===== src/sv/phr_pkg.sv =====
// ----------------------------------------------------------------------------
// phr_pkg
// Shared widths, command codes and control structs for the peak history block.
// ----------------------------------------------------------------------------
package phr_pkg;

  // field widths
  localparam int CMD_W  = 2;
  localparam int CH_W   = 3;
  localparam int PEAK_W = 32;
  localparam int POS_W  = 62;
  localparam int SPOS_W = 63;
  localparam int RIDX_W = 9;
  localparam int NIDX_W = 9;
  localparam int CFG_W  = 9;

  // configuration port
  localparam int APB_AW = 3;
  localparam int APB_DW = 32;

  // command codes
  localparam logic [CMD_W-1:0] CMD_RESET  = 2'd0;
  localparam logic [CMD_W-1:0] CMD_RECORD = 2'd1;
  localparam logic [CMD_W-1:0] CMD_READ   = 2'd2;
  localparam logic [CMD_W-1:0] CMD_SEARCH = 2'd3;

  // index result when nothing matches
  localparam logic [NIDX_W-1:0] NONE_IDX = '1;

  // search sequencing toward the distance unit
  typedef struct packed {
    logic              start;
    logic              sample;
    logic [NIDX_W-1:0] idx;
  } srch_ctl_t;

  // distance unit status back to the sequencer
  typedef struct packed {
    logic              busy;
    logic [NIDX_W-1:0] best_idx;
  } srch_sts_t;

endpackage


===== src/sv/phr_dist.sv =====
// ----------------------------------------------------------------------------
// phr_dist
// Search datapath: absolute distance stage, then best-so-far compare stage.
// ----------------------------------------------------------------------------
module phr_dist (
  input  logic                          clk,
  input  logic                          rst,
  input  phr_pkg::srch_ctl_t            ctl,
  input  logic [phr_pkg::SPOS_W-1:0]    stored,
  input  logic [phr_pkg::POS_W-1:0]     position,
  input  logic [phr_pkg::POS_W-1:0]     tolerance,
  output phr_pkg::srch_sts_t            sts
);
  import phr_pkg::*;

  logic [SPOS_W:0]   sx;
  logic [SPOS_W:0]   px;
  logic [SPOS_W:0]   diff_sp;
  logic [SPOS_W:0]   diff_ps;
  logic [SPOS_W-1:0] gap_next;
  logic [SPOS_W-1:0] gap;
  logic              v2;
  logic [NIDX_W-1:0] idx2;
  logic [SPOS_W-1:0] best;
  logic [NIDX_W-1:0] best_idx;

  // both differences in parallel, pick the non-negative one
  always_comb begin
    sx       = {stored[SPOS_W-1], stored};
    px       = {2'b00, position};
    diff_sp  = sx - px;
    diff_ps  = px - sx;
    gap_next = diff_sp[SPOS_W] ? diff_ps[SPOS_W-1:0] : diff_sp[SPOS_W-1:0];
  end

  // distance stage
  always_ff @(posedge clk) begin
    if (rst) begin
      v2 <= 1'b0;
    end else begin
      v2 <= ctl.sample;
    end
  end

  always_ff @(posedge clk) begin
    if (ctl.sample) begin
      gap  <= gap_next;
      idx2 <= ctl.idx;
    end
  end

  // compare stage, strict less keeps the lowest index on ties
  always_ff @(posedge clk) begin
    if (ctl.start) begin
      best     <= {1'b0, tolerance};
      best_idx <= NONE_IDX;
    end else if (v2 && (gap < best)) begin
      best     <= gap;
      best_idx <= idx2;
    end
  end

  assign sts.busy     = v2;
  assign sts.best_idx = best_idx;

endmodule


===== config.mk =====
export PLATFORM = sky130hd
export DESIGN_NAME = phr_dist
export DESIGN_NICKNAME = d
export VERILOG_FILES = /design/src/sv/phr_pkg.sv /design/src/sv/phr_dist.sv
export SDC_FILE = /design/constraint.sdc
export NUM_CORES = 1
export LEC_CHECK = 0
export BUFFER_PORTS_ARGS = -buffer_cell sky130_fd_sc_hd__buf_4
export CAP_MARGIN = 20
export CORE_ASPECT_RATIO = 1.1
export CORE_MARGIN = 2
export CORE_UTILIZATION = 35
export CTS_BUF_LIST = sky130_fd_sc_hd__clkbuf_8
export DETAILED_ROUTE_END_ITERATION = 8
export PLACE_DENSITY_LB_ADDON = 0.2
export SETUP_SLACK_MARGIN = 0.3
export SYNTH_ARGS = -nofsm -noshare
export SYNTH_HDL_FRONTEND = slang
export SYNTH_SLANG_ARGS = --single-unit

===== constraint.sdc =====
create_clock -name clk -period 4.83 [get_ports clk]
set_clock_uncertainty 0.1 [all_clocks]
set_input_delay 1.449 -clock clk [delete_from_list [all_inputs] [get_ports clk]]
set_output_delay 1.449 -clock clk [all_outputs]
set_load 0.05 [all_outputs]

==> impl_metrics.env, run 1 <==
export IMPL_clock_sinks=145
export IMPL_pwr_share_clk=0.206
export IMPL_worstHoldStart="idx2[7]"
export IMPL_required_ps=5020
export IMPL_grt_max_degree=74
export IMPL_post_route_period_util=0.926
export IMPL_die_h_um=216
export IMPL_synth_edf_count=134
export IMPL_p_sw_frac=0.369
export IMPL_drtIter0Drc=838
export IMPL_clock_path_buffers=2
export IMPL_syn_area_per_cell_um2=8.66
export IMPL_ys_ff_latch=145
export IMPL_multi_input_area_mm2=0.00889
export IMPL_die_x_um=197
export IMPL_rsz0062_at_grt="yes"
export IMPL_vias=13200
export IMPL_p_switching_mw=1.77
export IMPL_avgRoutedWirePerCell_um=19.5
export IMPL_start_kind="input port"
export IMPL_nFillCells=4059
export IMPL_mappedNetlistArea_mm2=0.0143
export IMPL_drive_gt1_frac=0.236
export IMPL_crit_chain="buf_4 > inv_1 > ha_1 > nand2_1 > o21ai_0 > a21oi_1 > o21bai_1 > a21oi_1 > o21a_1 > o21ai_1 > buf_4 > a21oi_1 > a21oi_1 > xor2_1"
export IMPL_nNetsFinal=2333
export IMPL_tightest_slew_ps=1070
export IMPL_pin_count=210
export IMPL_antenna_left=0
export IMPL_setup_viol=0
export IMPL_crit_type="input port to flip-flop"
export IMPL_layout_min_cycle_time_ps=4470
export IMPL_outcome="completed"
export IMPL_gr_total_overflow=0
export IMPL_ys_flop_type="edfxtp_1"
export IMPL_relSlewSlack=0.288
export IMPL_viasPerCell=5.33
export IMPL_grt_antenna_before_repair=0
export IMPL_core_rowCount=77
export IMPL_ys_seq_area_frac=0.296
export IMPL_min_path_cells=1
export IMPL_place_gp_congestion=0.965
export IMPL_synth_cell_type_count=70
export IMPL_cp_end_kind="flip-flop"
export IMPL_htreeDepth=4
export IMPL_drv_cap=0
export IMPL_power_per_cell_area_mw_per_mm2=272
export IMPL_dr_pass1_iters=5
export IMPL_synthesis_nets=2042
export IMPL_slew_viol_final=0
export IMPL_drt_wl_total_um=48200
export IMPL_clock_latency_ps=480
export IMPL_timing_rr_start="gap[52]"
export IMPL_start_util=0.356
export IMPL_grt_pass1_vias=13200
export IMPL_worstHoldPathType="flip-flop to flip-flop"
export IMPL_place_hpwl_um=40600
export IMPL_worstPathMaxFanout=8
export IMPL_hold_viol_final=0
export IMPL_areaGrowthSynthToFinish_pct=23.1
export IMPL_root_buffer="clkbuf_8"
export IMPL_clk_pin_slew_ps=80
export IMPL_drc_errors=0
export IMPL_p_leak_nw=8.37
export IMPL_die_area_mm2=0.0426
export IMPL_portBuffers=209
export IMPL_core_area_mm2=0.0403
export IMPL_yosysWarnings=0
export IMPL_seqCellArea_mm2=0.00424
export IMPL_crit_top_cell="a21oi_1"
export IMPL_p_seq_frac=0.366
export IMPL_fmax_ghz=0.224
export IMPL_cts_tree="built"
export IMPL_peakVddDrop_v=0.000194
export IMPL_worstRegToRegCells=10
export IMPL_fin_total_pwr_mw=4.80
export IMPL_grt_first_pass_wirelength_um=75300
export IMPL_p_comb_frac=0.428
export IMPL_setup_tns_ps=0
export IMPL_max_stage_delay_ps=530
export IMPL_worstPathArrival_ps=4660
export IMPL_synthCells=1654
export IMPL_startpoint="stored[30]"
export IMPL_grt_total_usage=0.228
export IMPL_async_reset_ff_frac=0
export IMPL_cts_buffers=17
export IMPL_crit_slowest_cell="o21ai_0"
export IMPL_internal_power_mw=3.03
## power groups by stage
stage               combinational [mW]  sequential, mW  clock, mW
finish                            2.06            1.76      0.990
global route                      2.29            1.78       1.06
CTS                               2.05            1.76       1.03
detailed placement                2.04            1.79          0
global placement                  2.03            1.78          0
floorplan                         1.22            1.77          0
## final timing paths
| kind | to | slack, ps |
|---|---|---|
| worst max-delay path | gap[54] | 360 |
| worst max register to register | best[46] | 1090 |
| worst min register to register | best_idx[7] | 360 |
| worst min-delay path | best_idx[7] | 360 |
## critical path, delay by kind of cell
kind,cells,cell delay (ps)
AOI/OAI and AO/OA,8,1920
xor gates and xnor gates,1,220
and+or+nand+nor,1,260
buffers and inverters,3,320
adders and majority gates,1,490
## area by class of cell
type	instances	share of cell area
Timing Repair Buffer	348	0.150
Clock inverter	13	0.00752
Antenna cell	1	0.000142
Inverter	216	0.0460
Clock buffer	19	0.0148
Multi-Input combinational cell	1217	0.504
Tap cell	513	0.0364
Sequential cell	145	0.241
## cell families (layout without fill, tap and decap cells)
group	Yosys count	count (layout)	synth area share
AND/OR/NAND/NOR	345	345	0.116
adder cells (fa/ha/maj)	188	188	0.165
flip-flops	145	145	0.296
other	0	1	0
AO/OA/AOI/OAI	546	546	0.241
buffers and inverters	292	596	0.0847
multiplexers	78	78	0.0599
XOR/XNOR	60	60	0.0367
## synth_stat cells (13+ instances only)
cell type | count | area [um2]
nor3_1 | 28 | 140
o21ai_0 | 104 | 521
nand2_1 | 96 | 360
o21a_1 | 17 | 128
buf_4 | 13 | 97.6
xnor2_1 | 39 | 342
nand4_1 | 47 | 294
o21bai_1 | 36 | 270
a31oi_1 | 13 | 81.3
mux2_2 | 62 | 698
edfxtp_1 | 134 | 4020
a211oi_1 | 15 | 113
nor2_1 | 95 | 357
clkbuf_1 | 23 | 86.3
inv_1 | 216 | 811
xor2_1 | 21 | 184
nand3_1 | 22 | 110
mux2i_1 | 16 | 160
buf_2 | 36 | 180
a21oi_1 | 188 | 941
ha_1 | 186 | 2330
nor2b_1 | 21 | 131
a21o_1 | 79 | 593
## layout by cell type, fill, tap and decap left out, drive strengths merged, types with 28 or more instances in the layout
cell type	count
a21o	79
nor3	28
xnor2	39
a21oi	190
nand2	96
nor2	95
ha	186
o21ai	111
mux2	62
inv	224
nand4	49
buf	348
edfxtp	134
o21bai	36
## metal layers
metal / GRT usage / wire [um] / up-vias / share of wire
li1: - / - / 6522 / -
met5: 0 / 0 / - / 0
met2: 0.361 / 21500 / 404 / 0.45
met1: 0.334 / 23800 / 6216 / 0.49
met3: 0.0221 / 2240 / 35 / 0.046
met4: 0.0519 / 697 / 0 / 0.014
## registers in the layout (all words and copies together), names as in the netlist
name and cells:
best 63, gap 63, best_idx 9, idx2 9
v2 1
## what timing repair did
action | 4_1_cts | 5_1_grt
resized for setup | 0 | 2
setup endpoints to repair | 0 | 5
buffers inserted | 0 | 0
hold buffers | 0 | 0
## stage by stage
| step | instances | setup WS, ps | utilization | hold WS, ps | area (um2) |
|---|---|---|---|---|---|
| floorplan | 1654 | 709 | - | 328 | 14300 |
| global placement | 2439 | -220 | 0.428 | 329 | 17200 |
| detailed placement | 2439 | -64.1 | 0.428 | 338 | 17200 |
| CTS | 2471 | 452 | 0.438 | 359 | 17600 |
| global route | 2471 | 298 | 0.438 | 371 | 17600 |
| finish | 2472 | 359 | 0.438 | 355 | 17600 |
Power figures use the tool's default switching activity.
==> run 2, diff against run 1 <==
Settings changed: CORE_UTILIZATION 35 to 50.
==> impl_metrics.env, run 2 (synthesis results as in run 1) <==
export IMPL_root_buffer="clkbuf_8"
export IMPL_setup_tns_ps=0
export IMPL_clock_path_buffers=2
export IMPL_areaGrowthSynthToFinish_pct=21.4
export IMPL_seqCellArea_mm2=0.00424
export IMPL_avgRoutedWirePerCell_um=19.8
export IMPL_pin_count=210
export IMPL_grt_first_pass_wirelength_um=70400
export IMPL_gr_total_overflow=0
export IMPL_postCtsHoldBufs=0
export IMPL_nFillCells=2456
export IMPL_tightest_slew_ps=1060
export IMPL_pwr_share_clk=0.200
export IMPL_worstHoldPathType="flip-flop to flip-flop"
export IMPL_worstPathArrival_ps=4480
export IMPL_p_seq_frac=0.368
export IMPL_dp_cells=2283
export IMPL_diodes=0
export IMPL_place_hpwl_um=38000
export IMPL_die_x_um=165
export IMPL_use_met1=0.447
export IMPL_die_area_mm2=0.0300
export IMPL_use_met3=0.0423
export IMPL_grt_busiest_layer="met2"
export IMPL_drv_cap=0
export IMPL_core_rowCount=64
export IMPL_drtIter0Drc=1202
export IMPL_portBuffers=209
export IMPL_setup_viol=0
export IMPL_final_cell_mix="buf_4, inv_1, a21oi_1"
export IMPL_relSlewSlack=0.291
export IMPL_antenna_left=0
export IMPL_rsz0062_at_grt="no"
export IMPL_grt_pass1_vias=13000
export IMPL_drc_errors=0
export IMPL_nNetsFinal=2327
export IMPL_power_per_cell_area_mw_per_mm2=275
export IMPL_slew_viol_final=0
export IMPL_crit_type="input port to flip-flop"
export IMPL_drt_wl_total_um=45800
export IMPL_hold_viol_final=0
export IMPL_top_regs="best (63), gap (63)"
export IMPL_viasPerCell=5.81
export IMPL_dr_pass1_iters=6
export IMPL_htreeDepth=4
export IMPL_post_route_period_util=0.903
export IMPL_p_sw_frac=0.371
export IMPL_fmax_ghz=0.229
export IMPL_grt_total_usage=0.302
export IMPL_cts_repair_resized=0
export IMPL_required_ps=4950
export IMPL_p_comb_frac=0.432
export IMPL_die_h_um=182
export IMPL_cts_buffers=17
export IMPL_peakVddDrop_v=0.000226
export IMPL_clock_sinks=145
export IMPL_outcome="completed"
export IMPL_worstPathMaxFanout=3
export IMPL_core_area_mm2=0.0280
export IMPL_vias=13500
export IMPL_internal_power_mw=3.00
export IMPL_layout_min_cycle_time_ps=4360
export IMPL_start_kind="input port"
export IMPL_p_leak_nw=8.33
export IMPL_stdcell_count=2315
export IMPL_clk_pin_slew_ps=80
export IMPL_multi_input_area_mm2=0.00889
export IMPL_clock_latency_ps=470
export IMPL_postCtsSetupBuffers=0
export IMPL_met2_usage=0.463
export IMPL_cts_tree="built"
export IMPL_grt_max_degree=74
export IMPL_layout_commonest_cell="buf_4"
export IMPL_cp_end_kind="flip-flop"
export IMPL_place_gp_congestion=1.08
export IMPL_grt_antenna_before_repair=0
export IMPL_p_switching_mw=1.77
export IMPL_drive_gt1_frac=0.234
export IMPL_start_util=0.511
-- run 2: worst paths after layout --
check	startpoint	endpoint	slack (ps)	cells after the start
worst max-delay path	stored[0]	gap[50]	470	16
worst min-delay path	idx2[2]	best_idx[2]	360	1
worst max register to register	gap[48]	best[50]	880	10
worst min register to register	idx2[2]	best_idx[2]	360	1
-- run 2: worst max-delay path, stage by stage --
cell	delay, ps
buf_4	110
ha_1	240
inv_1	80
fa_1	200
nand3_1	100
a21oi_1	220
nor4b_2	80
buf_4	150
o21ai_1	170
o21ai_1	100
buf_4	150
o31a_1	310
o2111ai_1	340
nand4b_1	160
a31oi_1	220
xor2_1	370
-- run 2: final cells by class --
class / instances / area share
clock buffer: 17 / 0.0135
multi-input combinational: 1217 / 0.512
clock inverter: 15 / 0.00835
sequential: 145 / 0.244
tap: 363 / 0.0261
inverter: 216 / 0.0466
timing repair buffer: 342 / 0.150
-- run 2: through the flow --
stage	area [um2]	utilization	setup slack (ps)	total power [mW]	hold slack [ps]
2_1_floorplan	14300	-	709	2.99	328
3_3_place_gp	17000	0.606	16.1	3.76	330
3_5_place_dp	17000	0.606	-31.9	3.81	338
4_1_cts	17400	0.620	438	4.76	359
5_1_grt	17400	0.620	350	5.07	375
6_report	17400	0.620	470	4.77	361
-- run 2: layer usage --
| layer | vias to the layer above | share of wire |
|---|---|---|
| met3 | 64 | 0.079 |
| met1 | 6333 | 0.46 |
| li1 | 6515 | - |
| met5 | - | 0 |
| met2 | 546 | 0.44 |
| met4 | 0 | 0.020 |
-- run 2: power groups by stage --
stage               logic [mW]  clock network, mW  registers (mW)
floorplan                 1.22                  0            1.77
global route              2.27               1.02            1.78
global placement          1.98                  0            1.77
CTS                       2.03              0.973            1.76
finish                    2.06              0.953            1.76
detailed placement        2.02                  0            1.79
