$ cat src/sv/phr_pkg.sv
// ----------------------------------------------------------------------------
// phr_pkg
// Shared widths, command codes and control structs for the peak history block.
// ----------------------------------------------------------------------------
package phr_pkg;

  // field widths
  localparam int CMD_W  = 2;
  localparam int CH_W   = 3;
  localparam int PEAK_W = 32;
  localparam int POS_W  = 62;
  localparam int SPOS_W = 63;
  localparam int RIDX_W = 9;
  localparam int NIDX_W = 9;
  localparam int CFG_W  = 9;

  // configuration port
  localparam int APB_AW = 3;
  localparam int APB_DW = 32;

  // command codes
  localparam logic [CMD_W-1:0] CMD_RESET  = 2'd0;
  localparam logic [CMD_W-1:0] CMD_RECORD = 2'd1;
  localparam logic [CMD_W-1:0] CMD_READ   = 2'd2;
  localparam logic [CMD_W-1:0] CMD_SEARCH = 2'd3;

  // index result when nothing matches
  localparam logic [NIDX_W-1:0] NONE_IDX = '1;

  // search sequencing toward the distance unit
  typedef struct packed {
    logic              start;
    logic              sample;
    logic [NIDX_W-1:0] idx;
  } srch_ctl_t;

  // distance unit status back to the sequencer
  typedef struct packed {
    logic              busy;
    logic [NIDX_W-1:0] best_idx;
  } srch_sts_t;

endpackage

$ cat src/sv/phr_if.sv
// ----------------------------------------------------------------------------
// phr_in_if / phr_out_if
// Valid/ready channels for command words and result words.
// ----------------------------------------------------------------------------
interface phr_in_if;
  logic                                valid;
  logic                                ready;
  logic        [phr_pkg::CMD_W-1:0]    command;
  logic        [phr_pkg::CH_W-1:0]     channel;
  logic signed [phr_pkg::PEAK_W-1:0]   peak_level;
  logic        [phr_pkg::POS_W-1:0]    position;
  logic signed [phr_pkg::RIDX_W-1:0]   read_index;
  logic        [phr_pkg::POS_W-1:0]    tolerance;

  modport source (output valid, command, channel, peak_level, position, read_index,
                  tolerance, input ready);
  modport sink (input valid, command, channel, peak_level, position, read_index,
                tolerance, output ready);
  modport monitor (input valid, ready, command, channel, peak_level, position,
                   read_index, tolerance);
endinterface


$ cat src/sv/phr_ctrl.sv
// ----------------------------------------------------------------------------
// phr_ctrl
// Command sequencer: clear sweeps, ring pointers, memory accesses, search walk.
// ----------------------------------------------------------------------------
module phr_ctrl #(
  parameter int DEPTH    = 256,
  parameter int CHANNELS = 8,
  parameter int AW       = 8,
  parameter int CW       = 3,
  parameter int LW       = 9
) (
  input  logic                           clk,
  input  logic                           rst,
  phr_in_if.sink                         item,
  input  logic                           cfg_wr,
  input  logic [phr_pkg::CFG_W-1:0]      cfg_data,
  output logic [LW-1:0]                  cfg_len,
  // position store
  output logic                           pos_we,
  output logic                           pos_re,
  output logic [AW-1:0]                  pos_addr,
  output logic [phr_pkg::SPOS_W-1:0]     pos_wdata,
  // peak store
  output logic                           peak_we,
  output logic                           peak_re,
  output logic [CW+AW-1:0]               peak_addr,
  output logic [phr_pkg::PEAK_W-1:0]     peak_wdata,
  input  logic [phr_pkg::PEAK_W-1:0]     peak_rdata,
  // search unit
  output phr_pkg::srch_ctl_t             sctl,
  input  phr_pkg::srch_sts_t             ssts,
  output logic [phr_pkg::POS_W-1:0]      position,
  output logic [phr_pkg::POS_W-1:0]      tolerance,
  // result handoff
  output logic                           res_valid,
  input  logic                           res_take,
  output logic [phr_pkg::PEAK_W-1:0]     res_peak,
  output logic [phr_pkg::NIDX_W-1:0]     res_idx
);
  import phr_pkg::*;

  localparam int PW = CW + AW;

  localparam logic [2:0] S_CLEAR  = 3'd0;
  localparam logic [2:0] S_IDLE   = 3'd1;
  localparam logic [2:0] S_EXEC   = 3'd2;
  localparam logic [2:0] S_RWAIT  = 3'd3;
  localparam logic [2:0] S_SEARCH = 3'd4;
  localparam logic [2:0] S_DONE   = 3'd5;

  logic [2:0]        state;
  logic [PW-1:0]     cnt;
  logic              sw_all;
  logic              sw_peak;
  logic              sw_pos;
  logic              sw_cmd;
  logic              sweep_end;

  logic [CMD_W-1:0]  cmd;
  logic [CW-1:0]     ch_idx;
  logic              ch_ok;
  logic              ch_zero;
  logic [PEAK_W-1:0] peak_lv;
  logic [AW-1:0]     ridx;
  logic              rd_ok;

  logic [AW-1:0]     wp [2**CW];
  logic [AW-1:0]     wp_cur;
  logic [AW-1:0]     wp_eff;
  logic [AW-1:0]     wp_next;
  logic [LW:0]       wp_inc;

  logic [LW-1:0]     len;
  logic [LW-1:0]     len_next;
  logic [LW+CFG_W-1:0] cfg_ext;

  logic [LW-1:0]     si;
  logic              issue;
  logic              v1;
  logic [NIDX_W-1:0] idx1;
  logic [LW+NIDX_W-1:0] si_ext;

  logic              accept;
  logic [CW+CH_W-1:0]  ch_ext;
  logic [LW+7:0]     ri_ext;
  logic              ch_ok_in;
  logic              rd_ok_in;

  assign accept     = item.valid && item.ready;
  assign item.ready = (state == S_IDLE) && !cfg_wr;
  assign cfg_len    = len;

  // input decode at acceptance
  always_comb begin
    ch_ext   = {{CW{1'b0}}, item.channel};
    ri_ext   = {{LW{1'b0}}, item.read_index[7:0]};
    ch_ok_in = ch_ext < (CW+CH_W)'(CHANNELS);
    rd_ok_in = ch_ok_in && !item.read_index[RIDX_W-1] && (ri_ext < {8'b0, len});
  end

  // clamp written length to 1..DEPTH
  always_comb begin
    cfg_ext = {{LW{1'b0}}, cfg_data};
    if (cfg_ext == '0) begin
      len_next = LW'(1);
    end else if (cfg_ext > (LW+CFG_W)'(DEPTH)) begin
      len_next = LW'(DEPTH);
    end else begin
      len_next = cfg_ext[LW-1:0];
    end
  end

  // ring pointer for a record, wrapped at the current length
  always_comb begin
    wp_cur  = wp[ch_idx];
    wp_eff  = (LW'(wp_cur) >= len) ? '0 : wp_cur;
    wp_inc  = {1'b0, LW'(wp_eff)} + (LW+1)'(1);
    wp_next = (wp_inc >= {1'b0, len}) ? '0 : wp_inc[AW-1:0];
  end

  // sweep end: whole peak store on power-up, one ring row otherwise
  assign sweep_end = sw_all ? (&cnt) : (&cnt[AW-1:0]);

  // search walk
  assign issue  = (state == S_SEARCH) && (si < len);
  assign si_ext = {{NIDX_W{1'b0}}, si};

  // memory access decode
  always_comb begin
    pos_we     = 1'b0;
    pos_re     = 1'b0;
    pos_addr   = '0;
    pos_wdata  = '1;
    peak_we    = 1'b0;
    peak_re    = 1'b0;
    peak_addr  = {ch_idx, wp_eff};
    peak_wdata = '0;
    unique case (state)
      S_CLEAR: begin
        pos_addr = cnt[AW-1:0];
        pos_we   = sw_pos && (!sw_all || (cnt[PW-1:AW] == '0));
        peak_we  = sw_peak;
        peak_addr = sw_all ? cnt : {ch_idx, cnt[AW-1:0]};
      end
      S_EXEC: begin
        if (cmd == CMD_RECORD) begin
          pos_we     = ch_ok;
          pos_addr   = wp_eff;
          pos_wdata  = {1'b0, position};
          peak_we    = ch_ok;
          peak_addr  = {ch_idx, wp_eff};
          peak_wdata = peak_lv;
        end else if (cmd == CMD_READ) begin
          peak_re   = rd_ok;
          peak_addr = {ch_idx, ridx};
        end
      end
      S_SEARCH: begin
        pos_re   = issue;
        pos_addr = si[AW-1:0];
      end
      S_IDLE, S_RWAIT, S_DONE: begin
      end
      default: begin
      end
    endcase
  end

  assign sctl.start  = (state == S_EXEC) && (cmd == CMD_SEARCH);
  assign sctl.sample = v1;
  assign sctl.idx    = idx1;
  assign res_valid   = (state == S_DONE);

  // payload latches
  always_ff @(posedge clk) begin
    if (accept) begin
      cmd       <= item.command;
      ch_idx    <= ch_ext[CW-1:0];
      ch_ok     <= ch_ok_in;
      ch_zero   <= (item.channel == '0);
      peak_lv   <= item.peak_level;
      position  <= item.position;
      tolerance <= item.tolerance;
      ridx      <= ri_ext[AW-1:0];
      rd_ok     <= rd_ok_in;
    end
  end

  // search issue pipeline
  always_ff @(posedge clk) begin
    if (rst) begin
      v1 <= 1'b0;
    end else begin
      v1 <= issue;
    end
  end

  always_ff @(posedge clk) begin
    if (issue) begin
      idx1 <= si_ext[NIDX_W-1:0];
    end
  end

  // sequencer
  always_ff @(posedge clk) begin
    if (rst) begin
      state   <= S_CLEAR;
      cnt     <= '0;
      sw_all  <= 1'b1;
      sw_peak <= 1'b1;
      sw_pos  <= 1'b1;
      sw_cmd  <= 1'b0;
      len     <= LW'(DEPTH);
      si      <= '0;
      for (int i = 0; i < 2**CW; i++) begin
        wp[i] <= '0;
      end
    end else begin
      unique case (state)
        S_CLEAR: begin
          if (sweep_end) begin
            cnt   <= '0;
            state <= sw_cmd ? S_DONE : S_IDLE;
          end else begin
            cnt <= cnt + PW'(1);
          end
        end
        S_IDLE: begin
          if (accept) begin
            state    <= S_EXEC;
            res_peak <= '0;
            res_idx  <= NONE_IDX;
          end
        end
        S_EXEC: begin
          unique case (cmd)
            CMD_RESET: begin
              if (ch_ok) begin
                wp[ch_idx] <= '0;
                sw_all     <= 1'b0;
                sw_peak    <= 1'b1;
                sw_pos     <= ch_zero;
                sw_cmd     <= 1'b1;
                cnt        <= '0;
                state      <= S_CLEAR;
              end else begin
                state <= S_DONE;
              end
            end
            CMD_RECORD: begin
              if (ch_ok) begin
                wp[ch_idx] <= wp_next;
              end
              state <= S_DONE;
            end
            CMD_READ: begin
              state <= S_RWAIT;
            end
            CMD_SEARCH: begin
              si    <= '0;
              state <= S_SEARCH;
            end
            default: begin
              state <= S_DONE;
            end
          endcase
        end
        S_RWAIT: begin
          if (rd_ok) begin
            res_peak <= peak_rdata;
          end
          state <= S_DONE;
        end
        S_SEARCH: begin
          if (issue) begin
            si <= si + LW'(1);
          end else if (!v1 && !ssts.busy) begin
            res_idx <= ssts.best_idx;
            state   <= S_DONE;
          end
        end
        S_DONE: begin
          if (res_take) begin
            state <= S_IDLE;
          end
        end
        default: begin
          state <= S_IDLE;
        end
      endcase

      // length write: pointers to zero, positions swept back to empty when idle
      if (cfg_wr) begin
        len <= len_next;
        for (int i = 0; i < 2**CW; i++) begin
          wp[i] <= '0;
        end
        if (state == S_IDLE) begin
          state   <= S_CLEAR;
          cnt     <= '0;
          sw_all  <= 1'b0;
          sw_peak <= 1'b0;
          sw_pos  <= 1'b1;
          sw_cmd  <= 1'b0;
        end
      end
    end
  end

endmodule

$ cat src/flat_wrapper.sv
// flat-port wrapper written by rule: the top's interface ports become plain ports
module phr_ctrl_flat import phr_pkg::*;
#(
  parameter int DEPTH    = 256,
  parameter int CHANNELS = 8,
  parameter int AW       = 8,
  parameter int CW       = 3,
  parameter int LW       = 9
)
  (clk, rst, cfg_wr, cfg_data, cfg_len, pos_we, pos_re, pos_addr, pos_wdata, peak_we, peak_re, peak_addr, peak_wdata, peak_rdata, sctl, ssts, position, tolerance, res_valid, res_take, res_peak, res_idx, item_valid, item_command, item_channel, item_peak_level, item_position, item_read_index, item_tolerance, item_ready);
  phr_in_if item_i ();
  input  logic clk;
  input  logic rst;
  input  logic cfg_wr;
  input  logic [phr_pkg::CFG_W-1:0] cfg_data;
  output logic [LW-1:0] cfg_len;
  output logic pos_we;
  output logic pos_re;
  output logic [AW-1:0] pos_addr;
  output logic [phr_pkg::SPOS_W-1:0] pos_wdata;
  output logic peak_we;
  output logic peak_re;
  output logic [CW+AW-1:0] peak_addr;
  output logic [phr_pkg::PEAK_W-1:0] peak_wdata;
  input  logic [phr_pkg::PEAK_W-1:0] peak_rdata;
  output phr_pkg::srch_ctl_t sctl;
  input  phr_pkg::srch_sts_t ssts;
  output logic [phr_pkg::POS_W-1:0] position;
  output logic [phr_pkg::POS_W-1:0] tolerance;
  output logic res_valid;
  input  logic res_take;
  output logic [phr_pkg::PEAK_W-1:0] res_peak;
  output logic [phr_pkg::NIDX_W-1:0] res_idx;
  input wire logic [$bits(item_i.valid)-1:0] item_valid;
  input wire logic [$bits(item_i.command)-1:0] item_command;
  input wire logic [$bits(item_i.channel)-1:0] item_channel;
  input wire logic [$bits(item_i.peak_level)-1:0] item_peak_level;
  input wire logic [$bits(item_i.position)-1:0] item_position;
  input wire logic [$bits(item_i.read_index)-1:0] item_read_index;
  input wire logic [$bits(item_i.tolerance)-1:0] item_tolerance;
  output wire logic [$bits(item_i.ready)-1:0] item_ready;
  assign item_i.valid = item_valid;
  assign item_i.command = item_command;
  assign item_i.channel = item_channel;
  assign item_i.peak_level = item_peak_level;
  assign item_i.position = item_position;
  assign item_i.read_index = item_read_index;
  assign item_i.tolerance = item_tolerance;
  assign item_ready = item_i.ready;
  phr_ctrl #(.DEPTH(DEPTH), .CHANNELS(CHANNELS), .AW(AW), .CW(CW), .LW(LW)) u_core (.clk(clk), .rst(rst), .item(item_i), .cfg_wr(cfg_wr), .cfg_data(cfg_data), .cfg_len(cfg_len), .pos_we(pos_we), .pos_re(pos_re), .pos_addr(pos_addr), .pos_wdata(pos_wdata), .peak_we(peak_we), .peak_re(peak_re), .peak_addr(peak_addr), .peak_wdata(peak_wdata), .peak_rdata(peak_rdata), .sctl(sctl), .ssts(ssts), .position(position), .tolerance(tolerance), .res_valid(res_valid), .res_take(res_take), .res_peak(res_peak), .res_idx(res_idx));
endmodule
$ cat config.mk
export PLATFORM = sky130hd
export DESIGN_NAME = phr_ctrl_flat
export DESIGN_NICKNAME = d
export VERILOG_FILES = /design/src/sv/phr_pkg.sv /design/src/sv/phr_if.sv /design/src/sv/phr_ctrl.sv /design/src/flat_wrapper.sv
export SDC_FILE = /design/constraint.sdc
export NUM_CORES = 1
export LEC_CHECK = 0
export BUFFER_PORTS_ARGS = -buffer_cell sky130_fd_sc_hd__buf_2
export CAP_MARGIN = 15
export CORE_AREA = 10 10 199 201
export CTS_CLUSTER_SIZE = 20
export DETAILED_ROUTE_END_ITERATION = 12
export DIE_AREA = 0 0 209 211
export GPL_TIMING_DRIVEN = 0
export PLACE_DENSITY = 0.66
export SETUP_SLACK_MARGIN = 0.05
export SYNTH_ARGS = -nofsm -noshare
export SYNTH_HDL_FRONTEND = slang
export SYNTH_SLANG_ARGS = --single-unit
$ cat constraint.sdc
create_clock -name clk -period 16.9 [get_ports clk]
set_input_delay 3.38 -clock clk [delete_from_list [all_inputs] [get_ports clk]]
set_output_delay 3.38 -clock clk [all_outputs]
set_load 0.02 [all_outputs]
==> reports/qor.yml <==
outcome:
  status: "complete, no violations"
final_layout:
  final_layout_size_suffix_gt1_frac: 0.386
  stdcell_count: 2103
  layout.nets: 1868
  areaGrowthSynthToFinish_pct: 33.3
  final_common_cell: "buf_2"
  final_util: 0.524
  layout_common_cells: "buf_2, edfxtp_1, nand2b_1, and2_1, nor2_1"
logic_synthesis:
  avgSynthCellArea_um2: 13.5
  async_reset_ff_frac: 0
  yosys.area_share.simple: 0.157
  synth_compound_area_frac: 0.0693
  ys_dominant_reg_cell: "edfxtp_1"
  seq_area_frac_synth: 0.673
  synthesis.yosys.warnings: 0
  synth_nets: 1296
  synth_top_family_by_area: "simple AND/OR/NAND/NOR gates"
  synth_fa_ha_area_frac: 0.0342
  synth_area_mm2: 0.0139
  ys_ff_latch: 325
  synth_edf_count: 285
  synthMuxAreaShare: 0.0384
  netlist_instances: 1032
  ys_types: 70
  synth-xor-area-share: 0.00189
routing:
  vias_per_cell: 5.29
  initialDrtViolationCount: 1057
  first_pass_iters: 5
  ant_nets: 0
  wl_per_cell_um: 25.3
  wirelength_mm: 53.3
  dr_total_vias: 11100
  drc: 0
timing:
  worst_slew_pin_slew_ps: 1140
  setup_viol: 0
  holdWs_ps: 468
  slew_violations: 0
  finClkSkew_ps: 14.6
  relSlewSlack: 0.232
  grt_setup_unrepaired: "no"
  fmax_mhz: 121
  tns_ps: 0
  hold_viol_final: 0
  fin_crit_sh: 0.490
  finalCriticalPeriod_ps: 8270
pwr:
  power_frac_clock: 0.473
  ir_drop_v: 0.0000852
  switchingPower_w: 0.000375
  p_per_area_mw_per_mm2: 98.2
  leakage_nw: 7.52
  p_comb_frac: 0.043
  p_seq_frac: 0.484
  swShare: 0.206
  p_int_w: 0.00145
global_route:
  grt-ovfl-total: 0
  grt_use_total: 0.228
  antenna_found_initial: 18
  grt_max_degree: 100
  first_global_vias: 11000
  grt_pass1_wl_mm: 75.0
floorplanning:
  io_pins: 531
  die_area_mm2: 0.0441
  die_height_um: 211
  core_area_mm2: 0.0354
  initial_core_util: 0.393
  row_count: 69
  die_w_um: 209
setup_path:
  path_max_fanout: 10
  crit_required_ps: 13520
  crit_start: "cfg_wr"
  crit_type: "in2out"
  r2r_slack_ps: 10570
  startpoint_type: "input port"
  crit_end: "item_ready"
  crit_arrival_ps: 4890
  rr_endpoint: "u_core.wp[1][7]"
  rr_worst_depth: 20
  end_kind: "primary output"
clock_network:
  cts_tree: "yes"
  cts_resized: 0
  htree_num_levels: 2
  cts.sinks: 325
  clk_pin_slew_ps: 60
  cts_root_buf: "clkbuf_16"
  clock_latency_ps: 530
  clockBufferDepth: 3
  post_cts_buffers: 0
  cts_buffers: 38
  hold_buffers: 0
flow_run:
  cap_violations: 0
place:
  routabilityCongestion: 0.939
  hpwl_mm: 42.3
  numPortBuffers: 529
  placed_cells: 2025
min_path:
  hold_path_class: "reg2reg"
-- worst min-delay path by stage --
stage | end | slack (ps) | startpoint | cells after the start
floorplan | u_core.idx1[2] | 430 | u_core.si[2] | 0
global placement | u_core.sw_cmd | 460 | u_core.sw_cmd | 2
detailed placement | u_core.sw_pos | 460 | u_core.ch_zero | 2
CTS | u_core.sw_pos | 480 | u_core.ch_zero | 2
global route | u_core.sw_cmd | 490 | u_core.sw_cmd | 2
finish | u_core.sw_pos | 470 | u_core.ch_zero | 2
-- synth_stat cells, types with 2 or more instances --
cell         n  area share
edfxtp_1   285        0.62
nand2b_1    85       0.038
and2_1      69       0.031
nor2_1      61       0.016
nand2_1     54       0.015
nor3_1      53       0.019
a21oi_1     48       0.017
dfxtp_1     40       0.058
inv_1       39       0.011
ha_1        38       0.034
clkbuf_1    37       0.010
nand3_1     21      0.0076
o22ai_1     19      0.0085
o21ai_0     16      0.0058
mux4_2      12       0.019
nand4_1     12      0.0054
a21o_1       9      0.0049
a2bb2oi_1    8      0.0050
mux2i_1      8      0.0058
nand3b_1     8      0.0043
a222oi_1     7      0.0050
a31oi_1      7      0.0031
mux2_2       7      0.0057
nor2b_1      6      0.0027
a211oi_1     5      0.0027
and3_1       4      0.0018
buf_2        4      0.0014
mux4_1       4      0.0076
o31ai_1      4      0.0022
or3_1        4      0.0018
or4_1        4      0.0022
buf_1        3     0.00081
buf_6        3      0.0024
nor4_1       3      0.0013
o21bai_1     3      0.0016
a22oi_1      2      0.0011
and2b_1      2      0.0011
clkbuf_4     2      0.0011
o31a_1       2      0.0013
or2_2        2     0.00090
or2b_1       2      0.0011
xnor2_1      2      0.0013
-- critical path, cell delays in order --
cell      delay (ps)
clkbuf_1         550
buf_1            560
nor4_1           190
buf_2            210
-- cell type report --
class,instances,area [um^2]
Clock inverter,20,297
Tap cell,461,577
Sequential cell,325,9360
Multi-Input combinational cell,618,4200
Timing Repair Buffer,532,2700
Buffer,50,226
Antenna cell,8,20.0
Inverter,39,154
Fill cell,3115,16900
Clock buffer,50,1020
-- power by group through the flow --
stage / Sequential (W) / Combinational, W / Clock [W]
2_1_floorplan: 0.000898 / 0.0000334 / 0
4_1_cts: 0.000881 / 0.0000783 / 0.000874
6_report: 0.000881 / 0.0000789 / 0.000861
3_5_place_dp: 0.000898 / 0.0000778 / 0
3_3_place_gp: 0.000897 / 0.0000760 / 0
5_1_grt: 0.000881 / 0.0000867 / 0.000909
-- stage by stage --
step / worst slack (ps) / cell area (um^2) / power [W]
final: 8630 / 18500 / 0.00182
after global routing: 8450 / 18500 / 0.00188
after CTS: 8680 / 18500 / 0.00183
after detailed placement: 8690 / 17200 / 0.000976
after global placement: 7090 / 17100 / 0.000973
after floorplan: 9010 / 13900 / 0.000931
-- cell families (layout without fill, tap and decap cells) --
group | after synthesis | after routing
buf+inv | 89 | 691
other cells | 0 | 8
mux | 31 | 31
flops | 325 | 325
simple gates | 399 | 399
xor+xnor | 3 | 3
fa+ha+maj | 38 | 38
compound gates | 147 | 147
-- metal layers --
layer	vias to the layer above	global-route usage	wire, um
met5	-	0	103
met4	16	0.0702	1500
met3	106	0.0800	6220
met2	734	0.360	24700
met1	5272	0.290	20700
li1	5004	-	-
-- sequential cells by signal, indices dropped and copies added, names as in the netlist, 2 cells and up, named ones only --
signal,cells
u_core.res_idx,9
u_core.idx1,9
u_core.wp,64
u_core.position,62
u_core.ridx,8
u_core.tolerance,62
u_core.cfg_len,9
u_core.cnt,11
u_core.cmd,2
u_core.state,3
u_core.ch_idx,3
u_core.res_peak,32
u_core.si,9
u_core.peak_lv,32
(Power assumes the default switching activity.)
